===== config.mk =====
export PLATFORM = sky130hd
export DESIGN_NAME = twi_temp_sensor_poller_flat
export DESIGN_NICKNAME = d
export VERILOG_FILES = /design/src/sv/ttsp_pkg.sv /design/src/sv/ttsp_if.sv /design/src/sv/twi_temp_sensor_poller.sv /design/src/flat_wrapper.sv
export SDC_FILE = /design/constraint.sdc
export NUM_CORES = 1
export LEC_CHECK = 0
export BUFFER_PORTS_ARGS = -buffer_cell sky130_fd_sc_hd__buf_2
export CORE_MARGIN = 5
export CORE_UTILIZATION = 43
export CTS_BUF_LIST = sky130_fd_sc_hd__clkbuf_4
export DETAILED_ROUTE_END_ITERATION = 7
export PLACE_DENSITY_LB_ADDON = 0.2
export SLEW_MARGIN = 20
export SYNTH_ARGS = -nofsm -noshare
export SYNTH_HDL_FRONTEND = slang
export SYNTH_SLANG_ARGS = --single-unit

===== constraint.sdc =====
create_clock -name clk -period 10.75 [get_ports clk]
set_input_delay 0.5375 -clock clk [delete_from_list [all_inputs] [get_ports clk]]
set_output_delay 0.5375 -clock clk [all_outputs]
set_load 0.01 [all_outputs]

===== src/sv/ttsp_pkg.sv =====
// Package: codes, constants and types of the temperature sensor poller.
`default_nettype none
package ttsp_pkg;

	localparam int NUM_SENSORS_DEF = 8;

	localparam logic [2:0] TOP_SENSOR_RST    = 3'd7;
	localparam logic [7:0] TIMEOUT_LIMIT_RST = 8'd30;
	localparam logic [7:0] TIMEOUT_SAT       = 8'hFF;

	localparam logic REG_TOP_SENSOR    = 1'b0;
	localparam logic REG_TIMEOUT_LIMIT = 1'b1;

	localparam logic ACT_POLL = 1'b0;
	localparam logic ACT_TICK = 1'b1;

	localparam logic [1:0] CMD_NONE    = 2'd0;
	localparam logic [1:0] CMD_START   = 2'd1;
	localparam logic [1:0] CMD_RELEASE = 2'd2;
	localparam logic [1:0] CMD_STOP    = 2'd3;

	localparam logic [7:0] PH_REQ   = 8'h01;
	localparam logic [7:0] PH_DIR   = 8'h02;
	localparam logic [7:0] PH_START = 8'h04;
	localparam logic [7:0] PH_DATA  = 8'h08;
	localparam logic [7:0] PH_FIN   = 8'h10;
	localparam logic [7:0] PH_STOP  = 8'h20;
	localparam logic [7:0] PH_ADDR  = 8'h40;
	localparam logic [7:0] PH_ERR   = 8'h80;

	localparam logic [7:0] ADDR_WR_BASE   = 8'h90;
	localparam logic [7:0] ADDR_RD_BASE   = 8'h91;
	localparam logic [7:0] OP_START_CONV  = 8'hEE;
	localparam logic [7:0] OP_READ_TEMP   = 8'hAA;
	localparam logic [7:0] OP_READ_COUNT  = 8'hA8;
	localparam logic [7:0] OP_READ_SLOPE  = 8'hA9;

	localparam logic [7:0] STATUS_MASK  = 8'hF8;
	localparam logic [7:0] ST_START     = 8'h08;
	localparam logic [7:0] ST_RESTART   = 8'h10;
	localparam logic [7:0] ST_ADDR_W_OK = 8'h18;
	localparam logic [7:0] ST_ADDR_R_OK = 8'h40;

	localparam int TEMP_W = 13;

	typedef enum logic [2:0] {
		SEQ_IDLE      = 3'd0,
		SEQ_CONV      = 3'd1,
		SEQ_SEL_TEMP  = 3'd2,
		SEQ_RD_TEMP   = 3'd3,
		SEQ_SEL_COUNT = 3'd4,
		SEQ_RD_COUNT  = 3'd5,
		SEQ_SEL_SLOPE = 3'd6,
		SEQ_RD_SLOPE  = 3'd7
	} seq_step_t;

	typedef enum logic [1:0] {
		CTL_IDLE,
		CTL_DIV_A,
		CTL_DIV_B,
		CTL_EMIT
	} ctl_state_t;

endpackage
`default_nettype wire


===== src/sv/ttsp_if.sv =====
// Channel interfaces: poll items, result items and configuration writes.
`default_nettype none
interface ttsp_poll_if;
	logic       valid;
	logic       ready;
	logic       action;
	logic       step_done_flag;
	logic       stop_busy;
	logic [7:0] bus_status;
	logic [7:0] rx_byte;

	modport source (output valid, action, step_done_flag, stop_busy, bus_status, rx_byte,
		input ready);
	modport sink (input valid, action, step_done_flag, stop_busy, bus_status, rx_byte,
		output ready);
endinterface

interface ttsp_result_if;
	import ttsp_pkg::*;
	logic                     valid;
	logic                     ready;
	logic [1:0]               bus_command;
	logic                     load_tx;
	logic [7:0]               tx_byte;
	logic                     temp_valid;
	logic signed [TEMP_W-1:0] temperature;
	logic [2:0]               sensor_index;
	logic                     divide_fault;
	logic                     round_done;

	modport source (output valid, bus_command, load_tx, tx_byte, temp_valid, temperature,
		sensor_index, divide_fault, round_done, input ready);
	modport sink (input valid, bus_command, load_tx, tx_byte, temp_valid, temperature,
		sensor_index, divide_fault, round_done, output ready);
endinterface

interface ttsp_cfg_if;
	logic       valid;
	logic       ready;
	logic       index;
	logic [7:0] wdata;

	modport source (output valid, index, wdata, input ready);
	modport sink (input valid, index, wdata, output ready);
endinterface
`default_nettype wire


===== src/sv/twi_temp_sensor_poller.sv =====
// Top level: two-wire bus temperature sensor polling sequencer with serial divider.
// Each poll item carries the bus master's flags, status and received byte and gets
// exactly one result: the next bus command, an optional byte to load and, after the
// slope of a sensor has been read, its temperature in tenths of a degree (or a divide
// fault for a zero slope). Tick items only advance the timeout counter. An item is
// taken only while idle; its result is registered, then moved into the output
// register once that is empty or being read. The item that completes a sensor with
// a non-zero slope first passes through one radix-2 divider, which produces a
// quotient bit a cycle for the 16-bit slope division, and a reciprocal multiply that
// scales by one tenth. The block takes no item until the previous result has moved
// into the output register. Configuration writes are accepted in any cycle.
`default_nettype none
module twi_temp_sensor_poller #(
	parameter int NUM_SENSORS = ttsp_pkg::NUM_SENSORS_DEF
) (
	input  wire           clk,
	input  wire           arst_n,
	ttsp_poll_if.sink     poll,
	ttsp_result_if.source result,
	ttsp_cfg_if.sink      cfg
);
	import ttsp_pkg::*;

	localparam logic [2:0]  LAST_SENSOR = 3'(NUM_SENSORS - 1);
	localparam logic [15:0] TENTH_RECIP = 16'd52429;
	localparam int          TENTH_SHIFT = 19;

	function automatic logic [7:0] addr_byte(input logic rd, input logic [2:0] s);
		return (rd ? ADDR_RD_BASE : ADDR_WR_BASE) | {4'b0000, s, 1'b0};
	endfunction

	logic [2:0] top_q;
	logic [7:0] limit_q;

	seq_step_t  step_q, step_n;
	logic [7:0] phase_q, phase_n;
	logic [7:0] tcount_q, tcount_n;
	logic [7:0] addr_q, addr_n;
	logic [7:0] data_q, data_n;
	logic [2:0] sensor_q, sensor_n;
	logic [7:0] whole_q, whole_n;
	logic [7:0] remain_q, remain_n;

	logic [1:0] cmd_n;
	logic       load_n;
	logic [7:0] tx_n;
	logic       tvalid_n;
	logic [2:0] idx_n;
	logic       fault_n;
	logic       wrap_n;
	logic       need_div;

	logic [7:0] status;
	logic [2:0] top_eff;

	ctl_state_t state_q, state_n;
	logic       acc;
	logic       emit;
	logic       dv_load_b;

	logic [1:0]               res_cmd_q;
	logic                     res_load_q;
	logic [7:0]               res_tx_q;
	logic                     res_tvalid_q;
	logic signed [TEMP_W-1:0] res_temp_q;
	logic [2:0]               res_idx_q;
	logic                     res_fault_q;
	logic                     res_wrap_q;

	logic                     out_valid_q;
	logic [1:0]               out_cmd_q;
	logic                     out_load_q;
	logic [7:0]               out_tx_q;
	logic                     out_tvalid_q;
	logic signed [TEMP_W-1:0] out_temp_q;
	logic [2:0]               out_idx_q;
	logic                     out_fault_q;
	logic                     out_wrap_q;

	logic [7:0]  dv_rem_q, dv_div_q;
	logic [15:0] dv_quo_q;
	logic [3:0]  dv_cnt_q;
	logic        dv_neg_q;
	logic [8:0]  dv_shift;
	logic        dv_ge;
	logic [7:0]  dv_rem_nx;
	logic [15:0] dv_quo_nx;
	logic        dv_last;
	logic [31:0] dv_prod;

	logic signed [9:0]  diff_a;
	logic signed [16:0] num_a;
	logic [15:0]        mag_a;
	logic signed [17:0] frac_x;
	logic signed [17:0] whole_x;
	logic signed [17:0] num_b;
	logic [15:0]        mag_b;
	logic [TEMP_W-1:0]  quo_t;

	assign status  = poll.bus_status & STATUS_MASK;
	assign top_eff = (top_q > LAST_SENSOR) ? LAST_SENSOR : top_q;

	always_comb begin
		step_n   = step_q;
		phase_n  = phase_q;
		tcount_n = tcount_q;
		addr_n   = addr_q;
		data_n   = data_q;
		sensor_n = sensor_q;
		whole_n  = whole_q;
		remain_n = remain_q;
		cmd_n    = CMD_NONE;
		load_n   = 1'b0;
		tx_n     = 8'h00;
		tvalid_n = 1'b0;
		idx_n    = 3'd0;
		fault_n  = 1'b0;
		wrap_n   = 1'b0;
		need_div = 1'b0;
		if (poll.action == ACT_TICK) begin
			if (tcount_q != 8'h00 && tcount_q != TIMEOUT_SAT) begin
				tcount_n = tcount_q + 8'd1;
			end
		end else begin
			if (phase_q != 8'h00) begin
				if ((phase_q & ~PH_DIR) == PH_REQ) begin
					phase_n  = phase_q | PH_START;
					tcount_n = 8'd1;
					cmd_n    = CMD_START;
				end else if ((phase_q & PH_START) != 8'h00 && poll.step_done_flag) begin
					if (status != ST_START && status != ST_RESTART) begin
						phase_n = PH_ERR | PH_STOP;
						cmd_n   = CMD_STOP;
					end else begin
						phase_n  = (phase_q & ~PH_START) | PH_ADDR;
						load_n   = 1'b1;
						tx_n     = addr_q;
						tcount_n = 8'd1;
						cmd_n    = CMD_RELEASE;
					end
				end else if ((phase_q & PH_ADDR) != 8'h00 && poll.step_done_flag) begin
					if (status != ST_ADDR_W_OK && status != ST_ADDR_R_OK) begin
						phase_n = PH_ERR | PH_STOP;
						cmd_n   = CMD_STOP;
					end else begin
						phase_n  = (phase_q & ~PH_ADDR) | PH_DATA;
						tcount_n = 8'd1;
						if ((phase_q & PH_DIR) == 8'h00) begin
							load_n = 1'b1;
							tx_n   = data_q;
						end
						cmd_n = CMD_RELEASE;
					end
				end else if ((phase_q & PH_DATA) != 8'h00 && poll.step_done_flag) begin
					if ((phase_q & PH_DIR) != 8'h00) begin
						data_n = poll.rx_byte;
					end
					phase_n  = (phase_q & ~PH_DATA) | PH_STOP;
					tcount_n = 8'd1;
					cmd_n    = CMD_STOP;
				end else if ((phase_q & PH_STOP) != 8'h00 && !poll.stop_busy) begin
					tcount_n = 8'd0;
					if ((phase_q & PH_ERR) == 8'h00) begin
						phase_n = PH_FIN;
					end else begin
						phase_n = phase_q & ~PH_STOP;
					end
				end else if ((phase_q & ~(PH_FIN | PH_ERR)) != 8'h00 && tcount_q > limit_q) begin
					phase_n = PH_ERR | PH_STOP;
					cmd_n   = CMD_STOP;
				end
			end
			if (step_q == SEQ_IDLE) begin
				data_n  = OP_START_CONV;
				addr_n  = addr_byte(1'b0, sensor_q);
				phase_n = PH_REQ;
				step_n  = SEQ_CONV;
			end else if ((phase_n & (PH_FIN | PH_ERR)) != 8'h00) begin
				case (step_q)
					SEQ_CONV: begin
						data_n  = OP_READ_TEMP;
						addr_n  = addr_byte(1'b0, sensor_q);
						phase_n = PH_REQ;
						step_n  = SEQ_SEL_TEMP;
					end
					SEQ_SEL_TEMP: begin
						addr_n  = addr_byte(1'b1, sensor_q);
						phase_n = PH_REQ | PH_DIR;
						step_n  = SEQ_RD_TEMP;
					end
					SEQ_RD_TEMP: begin
						whole_n = data_n;
						data_n  = OP_READ_COUNT;
						addr_n  = addr_byte(1'b0, sensor_q);
						phase_n = PH_REQ;
						step_n  = SEQ_SEL_COUNT;
					end
					SEQ_SEL_COUNT: begin
						addr_n  = addr_byte(1'b1, sensor_q);
						phase_n = PH_REQ | PH_DIR;
						step_n  = SEQ_RD_COUNT;
					end
					SEQ_RD_COUNT: begin
						remain_n = data_n;
						data_n   = OP_READ_SLOPE;
						addr_n   = addr_byte(1'b0, sensor_q);
						phase_n  = PH_REQ;
						step_n   = SEQ_SEL_SLOPE;
					end
					SEQ_SEL_SLOPE: begin
						addr_n  = addr_byte(1'b1, sensor_q);
						phase_n = PH_REQ | PH_DIR;
						step_n  = SEQ_RD_SLOPE;
					end
					SEQ_RD_SLOPE: begin
						tvalid_n = 1'b1;
						idx_n    = sensor_q;
						if (data_n == 8'h00) begin
							fault_n = 1'b1;
						end else begin
							need_div = 1'b1;
						end
						phase_n = 8'h00;
						step_n  = SEQ_IDLE;
						if (({1'b0, sensor_q} + 4'd1) > {1'b0, top_eff}) begin
							sensor_n = 3'd0;
							wrap_n   = 1'b1;
						end else begin
							sensor_n = sensor_q + 3'd1;
						end
					end
					default: begin
					end
				endcase
			end
		end
	end

	always_comb begin
		state_n    = state_q;
		poll.ready = 1'b0;
		acc        = 1'b0;
		emit       = 1'b0;
		dv_load_b  = 1'b0;
		case (state_q)
			CTL_IDLE: begin
				poll.ready = 1'b1;
				acc        = poll.valid;
				if (poll.valid) begin
					state_n = need_div ? CTL_DIV_A : CTL_EMIT;
				end
			end
			CTL_DIV_A: begin
				if (dv_last) begin
					dv_load_b = 1'b1;
					state_n   = CTL_DIV_B;
				end
			end
			CTL_DIV_B: begin
				state_n = CTL_EMIT;
			end
			CTL_EMIT: begin
				emit = !out_valid_q || result.ready;
				if (emit) begin
					state_n = CTL_IDLE;
				end
			end
			default: begin
				state_n = CTL_IDLE;
			end
		endcase
	end

	always_ff @(posedge clk or negedge arst_n) begin
		if (!arst_n) begin
			state_q <= CTL_IDLE;
		end else begin
			state_q <= state_n;
		end
	end

	assign cfg.ready = 1'b1;

	always_ff @(posedge clk or negedge arst_n) begin
		if (!arst_n) begin
			top_q   <= TOP_SENSOR_RST;
			limit_q <= TIMEOUT_LIMIT_RST;
		end else if (cfg.valid) begin
			if (cfg.index == REG_TOP_SENSOR) begin
				top_q <= cfg.wdata[2:0];
			end else begin
				limit_q <= cfg.wdata;
			end
		end
	end

	always_ff @(posedge clk or negedge arst_n) begin
		if (!arst_n) begin
			step_q   <= SEQ_IDLE;
			phase_q  <= 8'h00;
			tcount_q <= 8'h00;
			addr_q   <= 8'h00;
			data_q   <= 8'h00;
			sensor_q <= 3'd0;
			whole_q  <= 8'h00;
			remain_q <= 8'h00;
		end else if (acc) begin
			step_q   <= step_n;
			phase_q  <= phase_n;
			tcount_q <= tcount_n;
			addr_q   <= addr_n;
			data_q   <= data_n;
			sensor_q <= sensor_n;
			whole_q  <= whole_n;
			remain_q <= remain_n;
		end
	end

	assign dv_shift  = {dv_rem_q, dv_quo_q[15]};
	assign dv_ge     = dv_shift >= {1'b0, dv_div_q};
	assign dv_rem_nx = dv_ge ? 8'(dv_shift - {1'b0, dv_div_q}) : dv_shift[7:0];
	assign dv_quo_nx = {dv_quo_q[14:0], dv_ge};
	assign dv_last   = dv_cnt_q == 4'hF;

	assign diff_a = $signed({2'b00, data_n}) - $signed({2'b00, remain_q});
	assign num_a  = 17'(diff_a) * 17'sd100;
	assign mag_a  = num_a[16] ? 16'(-num_a) : num_a[15:0];

	assign frac_x  = dv_neg_q ? -$signed({2'b00, dv_quo_nx}) : $signed({2'b00, dv_quo_nx});
	assign whole_x = 18'($signed(whole_q));
	assign num_b   = whole_x * 18'sd100 - 18'sd25 + frac_x;
	assign mag_b   = num_b[17] ? 16'(-num_b) : num_b[15:0];

	assign dv_prod = {16'h0000, dv_quo_q} * {16'h0000, TENTH_RECIP};
	assign quo_t   = dv_prod[TENTH_SHIFT +: TEMP_W];

	always_ff @(posedge clk or negedge arst_n) begin
		if (!arst_n) begin
			dv_cnt_q <= 4'd0;
		end else if (acc || dv_load_b) begin
			dv_cnt_q <= 4'd0;
		end else if (state_q == CTL_DIV_A) begin
			dv_cnt_q <= dv_cnt_q + 4'd1;
		end
	end

	always_ff @(posedge clk) begin
		if (acc && need_div) begin
			dv_rem_q <= 8'h00;
			dv_quo_q <= mag_a;
			dv_div_q <= data_n;
			dv_neg_q <= num_a[16];
		end else if (dv_load_b) begin
			dv_quo_q <= mag_b;
			dv_neg_q <= num_b[17];
		end else if (state_q == CTL_DIV_A) begin
			dv_rem_q <= dv_rem_nx;
			dv_quo_q <= dv_quo_nx;
		end
	end

	always_ff @(posedge clk) begin
		if (acc) begin
			res_cmd_q    <= cmd_n;
			res_load_q   <= load_n;
			res_tx_q     <= tx_n;
			res_tvalid_q <= tvalid_n;
			res_temp_q   <= '0;
			res_idx_q    <= idx_n;
			res_fault_q  <= fault_n;
			res_wrap_q   <= wrap_n;
		end else if (state_q == CTL_DIV_B) begin
			res_temp_q <= dv_neg_q ? -$signed(quo_t) : $signed(quo_t);
		end
	end

	always_ff @(posedge clk or negedge arst_n) begin
		if (!arst_n) begin
			out_valid_q <= 1'b0;
		end else if (emit) begin
			out_valid_q <= 1'b1;
		end else if (result.ready) begin
			out_valid_q <= 1'b0;
		end
	end

	always_ff @(posedge clk) begin
		if (emit) begin
			out_cmd_q    <= res_cmd_q;
			out_load_q   <= res_load_q;
			out_tx_q     <= res_tx_q;
			out_tvalid_q <= res_tvalid_q;
			out_temp_q   <= res_temp_q;
			out_idx_q    <= res_idx_q;
			out_fault_q  <= res_fault_q;
			out_wrap_q   <= res_wrap_q;
		end
	end

	assign result.valid        = out_valid_q;
	assign result.bus_command  = out_cmd_q;
	assign result.load_tx      = out_load_q;
	assign result.tx_byte      = out_tx_q;
	assign result.temp_valid   = out_tvalid_q;
	assign result.temperature  = out_temp_q;
	assign result.sensor_index = out_idx_q;
	assign result.divide_fault = out_fault_q;
	assign result.round_done   = out_wrap_q;

endmodule
`default_nettype wire


===== src/flat_wrapper.sv =====
// flat-port wrapper written by rule: the top's interface ports become plain ports
module twi_temp_sensor_poller_flat import ttsp_pkg::*;
#(
	parameter int NUM_SENSORS = ttsp_pkg::NUM_SENSORS_DEF
)
  (clk, arst_n, poll_valid, poll_action, poll_step_done_flag, poll_stop_busy, poll_bus_status, poll_rx_byte, poll_ready, result_valid, result_bus_command, result_load_tx, result_tx_byte, result_temp_valid, result_temperature, result_sensor_index, result_divide_fault, result_round_done, result_ready, cfg_valid, cfg_index, cfg_wdata, cfg_ready);
  ttsp_poll_if poll_i ();
  ttsp_result_if result_i ();
  ttsp_cfg_if cfg_i ();
  input  wire clk;
  input  wire arst_n;
  input wire logic [$bits(poll_i.valid)-1:0] poll_valid;
  input wire logic [$bits(poll_i.action)-1:0] poll_action;
  input wire logic [$bits(poll_i.step_done_flag)-1:0] poll_step_done_flag;
  input wire logic [$bits(poll_i.stop_busy)-1:0] poll_stop_busy;
  input wire logic [$bits(poll_i.bus_status)-1:0] poll_bus_status;
  input wire logic [$bits(poll_i.rx_byte)-1:0] poll_rx_byte;
  output wire logic [$bits(poll_i.ready)-1:0] poll_ready;
  output wire logic [$bits(result_i.valid)-1:0] result_valid;
  output wire logic [$bits(result_i.bus_command)-1:0] result_bus_command;
  output wire logic [$bits(result_i.load_tx)-1:0] result_load_tx;
  output wire logic [$bits(result_i.tx_byte)-1:0] result_tx_byte;
  output wire logic [$bits(result_i.temp_valid)-1:0] result_temp_valid;
  output wire logic [$bits(result_i.temperature)-1:0] result_temperature;
  output wire logic [$bits(result_i.sensor_index)-1:0] result_sensor_index;
  output wire logic [$bits(result_i.divide_fault)-1:0] result_divide_fault;
  output wire logic [$bits(result_i.round_done)-1:0] result_round_done;
  input wire logic [$bits(result_i.ready)-1:0] result_ready;
  input wire logic [$bits(cfg_i.valid)-1:0] cfg_valid;
  input wire logic [$bits(cfg_i.index)-1:0] cfg_index;
  input wire logic [$bits(cfg_i.wdata)-1:0] cfg_wdata;
  output wire logic [$bits(cfg_i.ready)-1:0] cfg_ready;
  assign poll_i.valid = poll_valid;
  assign poll_i.action = poll_action;
  assign poll_i.step_done_flag = poll_step_done_flag;
  assign poll_i.stop_busy = poll_stop_busy;
  assign poll_i.bus_status = poll_bus_status;
  assign poll_i.rx_byte = poll_rx_byte;
  assign poll_ready = poll_i.ready;
  assign result_valid = result_i.valid;
  assign result_bus_command = result_i.bus_command;
  assign result_load_tx = result_i.load_tx;
  assign result_tx_byte = result_i.tx_byte;
  assign result_temp_valid = result_i.temp_valid;
  assign result_temperature = result_i.temperature;
  assign result_sensor_index = result_i.sensor_index;
  assign result_divide_fault = result_i.divide_fault;
  assign result_round_done = result_i.round_done;
  assign result_i.ready = result_ready;
  assign cfg_i.valid = cfg_valid;
  assign cfg_i.index = cfg_index;
  assign cfg_i.wdata = cfg_wdata;
  assign cfg_ready = cfg_i.ready;
  twi_temp_sensor_poller #(.NUM_SENSORS(NUM_SENSORS)) u_core (.clk(clk), .arst_n(arst_n), .poll(poll_i), .result(result_i), .cfg(cfg_i));
endmodule

==> impl_metrics.ini <==
[status]
outcome = complete, no violations

[detailed_routing]
ant_nets = 0
remaining_drc_errors = 0
drt-wirelength-per-cell_um = 16.8
dr.pass1.iters = 5
drt_iter0_markers = 837
via_per_inst = 5.30
num_vias = 12400
totalWireLength_um = 39400

[hold_path]
hold_path_class = in2async

[timing]
tightest_slew_ps = 1030
rsz0062_at_grt = no
layout_min_cycle_time_ps = 8220
slew_viol_final = 0
fin_crit_sh_pct = 76.4
setup_viol = 0
fin_setup_tns_ps = 0
clock-skew-final_ps = 31.2
hold_violations = 0
clock.fmax_ghz = 0.122
slew_headroom_pct = 30.7

[floorplan]
chipWidth_um = 206
dieHeight_um = 206
pin_count = 66
core_um2 = 38400
start_util_pct = 43.2
row_count = 72
fp.dieArea_um2 = 42600

[setup_path]
rrSetupSlack_ps = 2530
rr_endpoint = u_core.dv_quo_q[15]
cp.required_ps = 11110
slowest_stage = or4_1
timing.critical_path.slowest_cell_delay_ps = 560
worstRegToRegCells = 31
crit_start = u_core.phase_q[6]
crit_path_frequent_cell = o21ai_0
cp-endpoint = u_core.dv_quo_q[15]
critPathArrivalTime_ps = 8570
critPathLaunchType = register
r2r-start = u_core.phase_q[6]
cp-end-kind = register
crit_fanout = 9
timing_worst_setup_path_type = reg2reg

[layout]
mostFrequentLayoutCells = inv_1, ha_1, nor2_1, nand2_1, fa_1
final_common_cell = inv_1
drive_gt1_share_pct = 8.33
seq_area_um2 = 4320
multi_input_comb_area_um2 = 11100
fin_nets = 2209
num-fill-cells = 3740
synthToLayoutAreaGrowth_pct = 6.78

[synth]
synthFlopType = edfxtp_1
synth_top_family_by_area = adder cells
async_flop_share_pct = 42.6
synth_mux_area_share_pct = 2.53
syn_inst = 1760
synthDistinctLibCells = 93
yosys-top-cells-area = ha_1, edfxtp_1, fa_1
synth_adder_area_share_pct = 31.9
synth-simple-area-share_pct = 12.6
synth_area_um2 = 16600
yosysWarningCount = 0
synth_nets = 2158
synth_compound_area_share_pct = 14.1
synth_edf_count = 72
synth-seq-area-share_pct = 26.0
synth_area_per_cell_um2 = 9.43
synth_seq_cells = 162
synth-xor-area-share_pct = 5.52
yosysTopAreaCellShare_pct = 20.3
synth_largest_area_cell = ha_1

[grt]
antenna_found_initial = 1
grt_pass1_vias = 12400
grt_max_degree = 70
grt_pass1_wl_um = 64100
grt.total_usage_pct = 18.8
grt.overflow.total = 0

[placed_design]
gp_congestion = 0.886
portBuffers = 61
dp_hpwl_um = 32000

[cts]
ctsRootBufferMaster = clkbuf_4
cts_buffers = 17
clock_latency_ps = 590
h-tree-depth = 4
hold_buffers = 0
cts.sinks = 162
cts_tree = built
path_clk_slew_ps = 160
cts_setup_buffers = 0
clock_path_buffers = 2
cts-resized-gates = 0

[flow_run]
cap_violations = 0
metrics by stage:
stage          instance area (µm²)  std cells  hold WS (ps)  setup slack, ps  utilization (%)
2_1_floorplan                16600       1760           242             3580                -
3_3_place_gp                 17400       2310           402             2260             45.4
3_5_place_dp                 17400       2310           405             2190             45.4
4_1_cts                      17700       2342           108             2470             46.2
5_1_grt                      17700       2343          98.1             1870             46.2
6_report                     17700       2343           128             2530             46.2
worst min path at each step:
stage / from / to / slack [ps] / cells past startpoint
3_3_place_gp: u_core.res_tx_q[1] / u_core.result.tx_byte[1] / 400 / 0
4_1_cts: cfg_wdata[1] / u_core.top_q[1] / 110 / 3
5_1_grt: cfg_wdata[2] / u_core.top_q[2] / 100 / 3
2_1_floorplan: arst_n / u_core.addr_q[0] / 240 / 0
3_5_place_dp: u_core.res_fault_q / u_core.result.divide_fault / 400 / 0
6_report: arst_n / u_core.result.valid / 130 / 2
kinds of logic after synthesis:
logic type	after synthesis
simple gates	420
fa+ha+maj	365
compound gates	351
buf+inv	319
flops	162
xor+xnor	103
mux	39
other cells	1
final cells by class:
| type | instances | area share, % |
|---|---|---|
| Sequential cell | 162 | 24.4 |
| Inverter | 283 | 6.00 |
| Timing Repair Buffer | 68 | 2.02 |
| Tap cell | 518 | 3.66 |
| Multi-Input combinational cell | 1279 | 62.4 |
| Clock buffer | 17 | 0.720 |
| Clock inverter | 15 | 0.826 |
| Antenna cell | 1 | 0.0141 |
synth_stat cells (all sizes together) (18+ instances only):
| library cell | instances |
|---|---|
| xor2 | 39 |
| nor3 | 29 |
| o21ai | 90 |
| nor2 | 107 |
| o21a | 18 |
| xnor2 | 63 |
| a211oi | 27 |
| inv | 283 |
| fa | 96 |
| dfrtp | 62 |
| nand2 | 101 |
| nand2b | 20 |
| a21oi | 74 |
| edfxtp | 72 |
| a21o | 19 |
| and2 | 18 |
| clkbuf | 28 |
| dfxtp | 21 |
| nand3 | 50 |
| mux2 | 24 |
| nor2b | 21 |
| ha | 269 |
worst max-delay path: cells and delay by family, from the launching register on:
kind,cells,cell delay [ps]
adders and majority gates,4,1490
AOI/OAI and AO/OA,17,3620
xor gates and xnor gates,1,210
buffers and inverters,2,150
DFF,1,480
and+or+nand+nor,6,1480
muxes,1,560
metal layers:
layer / up-vias / wire [µm] / global-route usage (%)
li1: 6195 / - / -
met1: 5922 / 18400 / 26.3
met2: 256 / 18800 / 31.2
met3: 39 / 1690 / 2.93
met4: 0 / 568 / 3.59
met5: - / 0 / 0
sequential cells by signal (all words and copies together) (netlist names), 4 cells and up:
name / flops
u_core.tcount_q: 8
u_core.whole_q: 8
u_core.dv_rem_q: 8
u_core.res_tx_q: 8
u_core.addr_q: 5
u_core.dv_cnt_q: 4
u_core.res_temp_q: 13
u_core.dv_div_q: 8
u_core.result.temperature: 13
u_core.data_q: 8
u_core.remain_q: 8
u_core.result.tx_byte: 8
u_core.dv_quo_q: 16
u_core.limit_q: 8
u_core.phase_q: 8
Power is not shown: default switching activity piles up to over one toggle a cycle in this logic, so the estimate is an artifact.
